File: config.mk
export PLATFORM = sky130hd
export DESIGN_NAME = fla_ctrl
export DESIGN_NICKNAME = d
export VERILOG_FILES = /design/src/hdl/fla_pkg.sv /design/src/hdl/fla_ctrl.sv
export SDC_FILE = /design/constraint.sdc
export NUM_CORES = 1
export LEC_CHECK = 0
export BUFFER_PORTS_ARGS = -buffer_cell sky130_fd_sc_hd__buf_4
export CAP_MARGIN = 20
export CORE_AREA = 2 2 39 41
export CTS_CLUSTER_DIAMETER = 150
export DETAILED_ROUTE_END_ITERATION = 6
export DIE_AREA = 0 0 41 43
export SLEW_MARGIN = 5
export SYNTH_ARGS = -nofsm -noshare
export SYNTH_HDL_FRONTEND = slang
export SYNTH_SLANG_ARGS = --single-unit
File: constraint.sdc
create_clock -name clk -period 1.1 [get_ports clk]
set_input_delay 0.055 -clock clk [delete_from_list [all_inputs] [get_ports clk]]
set_output_delay 0.055 -clock clk [all_outputs]
set_load 0.03 [all_outputs]
File: src/hdl/fla_pkg.sv
// shared constants, types and codes for the free list index allocator
package fla_pkg;

    localparam int POOL_DEPTH = 1024;
    localparam int SLOT_SPACE = 1024;
    localparam int CAP_LIMIT  = (POOL_DEPTH < SLOT_SPACE) ? POOL_DEPTH : SLOT_SPACE;

    localparam int INDEX_W = 10;
    localparam int CAP_W   = 11;
    localparam int CMD_W   = 2;
    localparam int STAT_W  = 2;
    localparam int ADDR_W  = $clog2(POOL_DEPTH);
    localparam int CNT_W   = $clog2(POOL_DEPTH + 1);
    localparam int FRESH_W = $clog2(CAP_LIMIT + 1);

    localparam logic [CAP_W-1:0] CAP_RESET = CAP_W'(1024);

    localparam logic [CMD_W-1:0] CMD_ALLOCATE = 2'd0;
    localparam logic [CMD_W-1:0] CMD_RECYCLE  = 2'd1;
    localparam logic [CMD_W-1:0] CMD_CLEAR    = 2'd2;

    localparam logic [STAT_W-1:0] STATUS_OK         = 2'd0;
    localparam logic [STAT_W-1:0] STATUS_NO_SPACE   = 2'd1;
    localparam logic [STAT_W-1:0] STATUS_STACK_FULL = 2'd2;

    typedef enum logic [0:0] {
        ST_IDLE,
        ST_POP
    } state_t;

    typedef enum logic [3:0] {
        OP_NONE,
        OP_POP_READ,
        OP_POP_OUT,
        OP_FRESH,
        OP_NO_SPACE,
        OP_PUSH,
        OP_STACK_FULL,
        OP_CLEAR,
        OP_NOP
    } op_t;

    typedef struct packed {
        logic stack_empty;
        logic stack_full;
        logic fresh_ok;
    } dp_status_t;

endpackage

File: src/hdl/fla_ctrl.sv
// controller: decodes accepted items into datapath operations
module fla_ctrl (
    input  logic                       clk,
    input  logic                       rst_n,
    input  logic                       start,
    input  logic [fla_pkg::CMD_W-1:0]  command,
    input  fla_pkg::dp_status_t        dp_status,
    output fla_pkg::op_t               op,
    output logic                       busy
);

    fla_pkg::state_t state_reg;
    fla_pkg::state_t state_next;

    always_ff @(posedge clk or negedge rst_n)
    begin
        if (!rst_n)
        begin
            state_reg <= fla_pkg::ST_IDLE;
        end
        else
        begin
            state_reg <= state_next;
        end
    end

    always_comb
    begin
        state_next = state_reg;
        op         = fla_pkg::OP_NONE;
        busy       = 1'b0;
        unique case (state_reg)
            fla_pkg::ST_IDLE:
            begin
                if (start)
                begin
                    unique case (command)
                        fla_pkg::CMD_ALLOCATE:
                        begin
                            if (!dp_status.stack_empty)
                            begin
                                op         = fla_pkg::OP_POP_READ;
                                state_next = fla_pkg::ST_POP;
                            end
                            else if (dp_status.fresh_ok)
                            begin
                                op = fla_pkg::OP_FRESH;
                            end
                            else
                            begin
                                op = fla_pkg::OP_NO_SPACE;
                            end
                        end
                        fla_pkg::CMD_RECYCLE:
                        begin
                            op = dp_status.stack_full ? fla_pkg::OP_STACK_FULL
                                                      : fla_pkg::OP_PUSH;
                        end
                        fla_pkg::CMD_CLEAR:
                        begin
                            op = fla_pkg::OP_CLEAR;
                        end
                        default:
                        begin
                            op = fla_pkg::OP_NOP;
                        end
                    endcase
                end
            end
            fla_pkg::ST_POP:
            begin
                // stack read data is ready now
                busy       = 1'b1;
                op         = fla_pkg::OP_POP_OUT;
                state_next = fla_pkg::ST_IDLE;
            end
            default:
            begin
                state_next = fla_pkg::ST_IDLE;
            end
        endcase
    end

endmodule

# ---- Word level (Yosys, flattened, before mapping)
# Cells that the tools add are included.
dict set report op_classes {
  n_addsub 0
  mul 0
  n_div 0
  order_cmp 0
  eq_ne 2
  shifts 0
  mux 11
  bitwise 1
  reduce_logical 1
}
# op n
set ops {}
lappend ops {{4-bit case mux with 3 select lines} 1}
lappend ops {{4-bit case mux with 2 select lines} 1}
lappend ops {{3-bit 2-to-1 mux} 2}
lappend ops {{1-bit 2-to-1 mux} 4}
lappend ops {{4-bit 2-to-1 mux} 1}
lappend ops {{2-bit by 1-bit == test with 1-bit output, second input constant} 1}
lappend ops {{2-bit == test, second input constant} 1}
lappend ops {{2-bit zero test} 1}
lappend ops {{2-bit 2-to-1 mux} 1}
lappend ops {{1-bit case mux with 2 select lines} 1}
lappend ops {{1-bit inverter} 1}
dict set report totals {
  ff_bits 1
  latchBits 0
  ram_bits 0
  mem_bits_ro 0
  input_bits 8
  output_inout_bits 5
  wordCells 16
  n_memories 0
}

# ---- Longest topological paths before layout
# Gate-level depths: netlist of the first run.
dict set report depth {
  ltp_word 5
  depth_mapped 5
  mapped_depth_nobuf 5
}

# ---- Worst setup path after synthesis of the first run
# No wires, ideal clock.
dict set report synth_timing {
  path_kind {reg2out}
  from {reg state_reg}
  to {out op[0]}
  arrival_time_ns 1.368
  slack_ns -0.323
  path_stages_with_launch 3
  n_path_buf 0
  cell_sequence {dfrtp_1 -> nand2b_4 -> nor3_1}
}
dict set report synth_via {
  elab_chain_cells 2
}
# element line
set synth_lines {}
lappend synth_lines {{from (decl)} fla_ctrl.sv:12} ;# fla_pkg::state_t state_reg;
lappend synth_lines {{from (signal assigned)} fla_ctrl.sv:19} ;# state_reg <= fla_pkg::ST_IDLE;
lappend synth_lines {{from (signal assigned)} fla_ctrl.sv:23} ;# state_reg <= state_next;
lappend synth_lines {{1-bit inverter} n/a}
lappend synth_lines {{4-bit case mux with 2 select lines *} fla_ctrl.sv:32} ;# unique case (state_reg)
lappend synth_lines {{to (decl)} fla_ctrl.sv:8} ;# output fla_pkg::op_t op,
# Mark *: on every way between the ends. The rest lies on a longest branch, timed or not.

# ---- Worst setup path in the final report of the first run
dict set report layout_timing {
  from {in command[0] (netlist name)}
  to {out op[1]}
}
dict set report layout_via {
  elab_chain_cells 4
  word_cells_on_any_way 6
  cone_classes {eq/ne (2); mux (3); reduce/logical (1)}
}
# element line
set layout_lines {}
lappend layout_lines {{from (decl)} fla_ctrl.sv:6} ;# input logic [fla_pkg::CMD_W-1:0] command,
lappend layout_lines {{2-bit == test (tied with other cells)} fla_ctrl.sv:37} ;# unique case (command)
lappend layout_lines {{4-bit case mux with 3 select lines *} fla_ctrl.sv:37}
lappend layout_lines {{4-bit 2-to-1 mux *} fla_ctrl.sv:35} ;# if (start)
lappend layout_lines {{4-bit case mux with 2 select lines *} fla_ctrl.sv:32}
# Marked as above.

==> results of run 1 <==
-- repair_timing --
| action | in CTS | in global routing |
|---|---|---|
| setup buffers | 0 | 0 |
| hold buffers | 1 | 0 |
| resized for setup | 0 | 7 |
| endpoints found under the hold margin | 1 | 0 |
| endpoints found under the setup margin | 0 | 1 |
-- synth_stat cells (all sizes together) --
library cell / count
nor3: 2
nand2b: 2
a31o: 1
nand2: 1
dfrtp: 1
inv: 5
a221oi: 1
nor2: 1
ha: 5
nor3b: 1
nand3: 1
a21oi: 1
a31oi: 1
-- cells by family after synthesis --
family | share of synthesized area (%)
AO/OA/AOI/OAI | 18.3
AND/OR/NAND/NOR | 26.1
flip-flops | 13.1
buffers and inverters | 9.80
adder cells (fa/ha/maj) | 32.7
-- power by group through the flow --
stage	combinational, mW	clock (mW)	sequential (mW)
6_report	0.122	0	0.0392
5_1_grt	0.134	0	0.0393
4_1_cts	0.117	0	0.0392
3_5_place_dp	0.114	0	0.0392
3_3_place_gp	0.112	0	0.0392
2_1_floorplan	0.0631	0	0.0410
-- per-stage QoR --
step	setup WS (ns)	power (mW)	instances
detailed placement	0.00620	0.154	51
global placement	0.0204	0.152	51
global route	0.00933	0.174	52
CTS	0.00485	0.157	52
floorplan	-0.0746	0.104	23
finish	0.0836	0.162	52
-- path summary, 6_finish.rpt --
check                            end  slack, ns  cells past startpoint
max                            op[1]       0.08                      7
min                        state_reg       0.25                      2
max reg2reg                state_reg       0.25                      2
min reg2reg                state_reg       0.62                      2
max in group asynchronous  state_reg       0.64                      2
min in group asynchronous  state_reg       0.38                      2
-- layout make-up --
cell class	count	area, sq um
timing repair buffer	13	100
fill	159	1040
multi-input combinational	17	179
tap	16	20.0
inverter	5	18.8
sequential	1	25.0
-- metal layers --
| metal | track usage [%] | up-vias | routed length, microns |
|---|---|---|---|
| met1 | 5.40 | 96 | 154 |
| met3 | 0 | 0 | 37 |
| met5 | 0 | - | 0 |
| li1 | - | 104 | - |
| met2 | 10.0 | 6 | 261 |
| met4 | 0 | 0 | 0 |
-- worst register-to-register path: stages, from the launching register on --
cell      delay, ns
dfrtp_1        0.37
nand2b_4       0.17
nor3b_1        0.21
==> impl_metrics.csv, run 1 <==
group,metric,value,unit
outcome,status,"completed",
power_and_ir_drop,power_density,471,nW/um^2
clocking,clk_pin_slew_worst_paths,0,ns
global_routing,grt_pass1_wl,648,microns
run,maxCapViolations,0,
cells_and_area,area_growth,79.1,%
power_and_ir_drop,pwr-share-seq,24.2,%
place,placed_cell_area,312,sq um
logic_synthesis,syn_area_per_cell,8.32,sq um
die,start_util,13.8,%
place,numPortBuffers,12,
timing,fmax,0.984,GHz
timing,tightest_slew,0.227,ns
critical_path,path_delay_family,"compound AO/OA/AOI/OAI gates",
cells_and_area,nets,51,
logic_synthesis,synth_fp_nets,36,
die,ios,13,
timing,relSlewSlack,84.9,%
routing,drc,0,
logic_synthesis,yosysUniqueCellTypes,14,
die,die_area,1760,sq um
logic_synthesis,syn_area,191,sq um
routing,drt_pass1_iterations,1,
critical_path,path_max_fanout,3,
critical_path,crit_chain,"buf_4 > inv_2 > ha_2 > a21oi_2 > nand2_1 > a31o_2 > buf_4",
clocking,clock_latency,0,ns
global_routing,grt_pass1_vias,181,
timing,skew,0,ns
cells_and_area,utilization,24.8,%
routing,vias,206,
power_and_ir_drop,clock_power_share,0,%
critical_path,max_stage_delay,0.24,ns
cells_and_area,diodes,0,
logic_synthesis,synth-seq-area-share,13.1,%
routing,wirelength,453,microns
cells_and_area,largest_reg_flops,1,
timing,drv_slew,0,
cells_and_area,final_cell_area,343,sq um
die,core,1380,sq um
global_routing,overflow,0,
logic_synthesis,yosysTopAreaCell,"ha_1",
die,die_x,41,microns
logic_synthesis,synth_warnings,0,
power_and_ir_drop,ir_worst_vdd,109,uV
die,die_y,43,microns
timing,setup-violations-final,0,
power_and_ir_drop,p_sw_share,40.7,%
routing,wl_per_cell,8.71,microns
routing,ant_nets,0,
logic_synthesis,ys_seq_elements,1,
global_routing,grt_use_total,4.90,%
critical_path,cp_slowest_cell,"a31o_2",
cells_and_area,drive_above_1_share,63.9,%
timing,hold_ws,0.253,ns
power_and_ir_drop,p_leak,0.166,nW
min_path,min_from,"dp_status[2]",
timing,rsz0062_at_grt,"no",
logic_synthesis,synth_top_area_share,32.7,%
min_path,hold_class,"in2reg",
critical_path,crit_arrival,0.96,ns
place,place_congestion,0.643,
global_routing,grt_start_max_net_pins,5,
place,dp_hpwl,410,microns
logic_synthesis,synth_area_leaders,"ha_1, dfrtp_1, inv_1",
critical_path,path_common_cell,"buf_4",
power_and_ir_drop,power.internal,0.0959,mW
global_routing,antenna_found_initial,0,
cells_and_area,final_common_cell,"buf_4",
routing,drt_iter0_markers,0,
critical_path,cp.required,1.04,ns
critical_path,end_kind,"output pin",
cells_and_area,final_cell_mix,"buf_4, inv_1",
timing,min_period,1.02,ns
timing,setup_tns,0,ns
timing,hold_viol_final,0,
routing,vias_per_cell,3.96,
power_and_ir_drop,p_comb_share,75.8,%
logic_synthesis,syn_inst,23,
critical_path,startpoint_type,"primary input",
timing,period_share,92.4,%
critical_path,cp_num_buf_inv,3,
critical_path,worstSetupStartpoint,"command[0]",
critical_path,crit_type,"in2out",
die,num_rows,14,
critical_path,crit-reg2reg-launch,"state_reg",
power_and_ir_drop,switching_power,0.0657,mW
Note: power is estimated with default switching activity, not from simulation.
==> run 2: changes to the inputs <==
==> constraint.sdc (replaced) <==
create_clock -name clk -period 1.1 [get_ports clk]
set_input_delay 0.055 -clock clk [delete_from_list [all_inputs] [get_ports clk]]
set_output_delay 0.055 -clock clk [all_outputs]
set_load 0.05 [all_outputs]
==> impl_metrics.csv, run 2 (same netlist as run 1, synthesis figures left out) <==
group,metric,value,unit
cells_and_area,nFillCells,148,
timing,period_share,97.1,%
power_and_ir_drop,p_comb_share,78.3,%
timing,relSlewSlack,79.9,%
clocking,clock_latency,0,ns
critical_path,crit_arrival,1.01,ns
cells_and_area,drive_above_1_share,52.8,%
timing,tightest_slew,0.302,ns
routing,drt_pass1_iterations,2,
power_and_ir_drop,p_sw_share,45.8,%
die,die_x,41,microns
routing,ant_nets,0,
power_and_ir_drop,power_density,530,nW/um^2
clocking,postCtsSetupBuffers,0,
routing,vias,190,
timing,min_period,1.07,ns
global_routing,overflow,0,
power_and_ir_drop,clock_power_share,0,%
place,dp_slack,-0.000822,ns
die,core,1380,sq um
critical_path,cp.required,1.04,ns
cells_and_area,diodes,0,
place,dp_hpwl,370,microns
power_and_ir_drop,ir_worst_vdd,189,uV
min_path,hold_class,"in2reg",
critical_path,path_max_fanout,3,
cells_and_area,final_common_cell,"buf_4",
die,num_rows,14,
routing,drc,0,
routing,drt_iter0_markers,1,
timing,skew,0,ns
global_routing,grt_use_total,4.72,%
power_and_ir_drop,power.internal,0.0980,mW
global_routing,grt_pass1_vias,170,
critical_path,end_kind,"output pin",
cells_and_area,final_cell_mix,"buf_4, inv_1, ha_1, nor3_4",
place,place_congestion,0.631,
timing,rsz0062_at_grt,"yes",
run,maxCapViolations,0,
critical_path,startpoint_type,"primary input",
timing,setup-violations-final,0,
power_and_ir_drop,pwr-share-seq,21.7,%
timing,drv_slew,0,
power_and_ir_drop,switching_power,0.0830,mW
clocking,clk_pin_slew_worst_paths,0,ns
die,die_y,43,microns
cells_and_area,largest_reg_flops,1,
global_routing,grt_pass1_wl,621,microns
outcome,status,"completed",
global_routing,grt_start_max_net_pins,5,
timing,hold_viol_final,0,
die,start_util,13.8,%
routing,wirelength,396,microns
die,ios,13,
cells_and_area,final_cell_area,342,sq um
timing,setup_slack,0.0324,ns
die,die_area,1760,sq um
cells_and_area,nets,51,
place,placed_cell_area,328,sq um
timing,fmax,0.937,GHz
timing,hold_ws,0.247,ns
critical_path,crit_type,"in2out",
cells_and_area,area_growth,78.4,%
place,numPortBuffers,12,
power_and_ir_drop,p_leak,0.173,nW
global_routing,antenna_found_initial,0,
routing,vias_per_cell,3.65,
routing,wl_per_cell,7.62,microns
[run 2: cell counts in the layout (fill, tap and decap cells not counted)]
Identical to the previous run, type by type.
[run 2: worst max-delay path, stage by stage]
cell	delay, ns
buf_4	0.09
inv_1	0.06
ha_1	0.22
a21oi_1	0.12
nand2_1	0.07
a31o_2	0.24
buf_6	0.15
[run 2: repair_timing]
item | in CTS | in global routing
hold buffers | 1 | 0
setup endpoints to repair | 1 | 2
hold endpoints to repair | 1 | 0
resized for setup | 1 | 0
pin swaps | 0 | 0
[run 2: final cells by class]
type / count / area [sq um] / share of cell area (%)
inverters: 5 / 18.8 / 5.49
flip-flops and latches: 1 / 26.3 / 7.69
multi-input cells: 17 / 173 / 50.5
repair buffers: 13 / 104 / 30.4
well taps: 16 / 20.0 / 5.86
[run 2: final timing paths]
check	from	end	slack [ns]	cells past startpoint
setup / recovery	command[0]	op[1]	0.03	7
max in group asynchronous	rst_n	state_reg	0.63	2
min in group asynchronous	rst_n	state_reg	0.38	2
setup reg to reg	state_reg	state_reg	0.23	2
hold reg to reg	state_reg	state_reg	0.62	2
hold / removal	dp_status[2]	state_reg	0.25	2
[run 2: power groups by stage]
| stage | registers (mW) | clock network, mW | logic (mW) |
|---|---|---|---|
| floorplan | 0.0426 | 0 | 0.0876 |
| detailed placement | 0.0392 | 0 | 0.138 |
| global placement | 0.0392 | 0 | 0.139 |
| CTS | 0.0392 | 0 | 0.144 |
| finish | 0.0392 | 0 | 0.142 |
| global route | 0.0393 | 0 | 0.153 |
[run 2: metal layers]
metal  GRT usage [%]  wire (microns)  share of wire (%)  up-vias
met3           0.524              36                9.1        0
met1            6.77             179                 45       79
li1                -               -                  -      104
met4               0               0                  0        0
met2            7.81             181                 46        7
met5               0               0                  0        -
[run 2: stage by stage]
stage | total power [mW] | setup TNS [ns] | utilization (%) | instances
2_1_floorplan | 0.130 | -0.394 | - | 23
6_report | 0.181 | 0 | 24.7 | 52
4_1_cts | 0.183 | 0 | 24.7 | 52
5_1_grt | 0.192 | -0.0302 | 24.7 | 52
3_3_place_gp | 0.178 | 0 | 23.7 | 51
3_5_place_dp | 0.177 | -0.000822 | 23.7 | 51
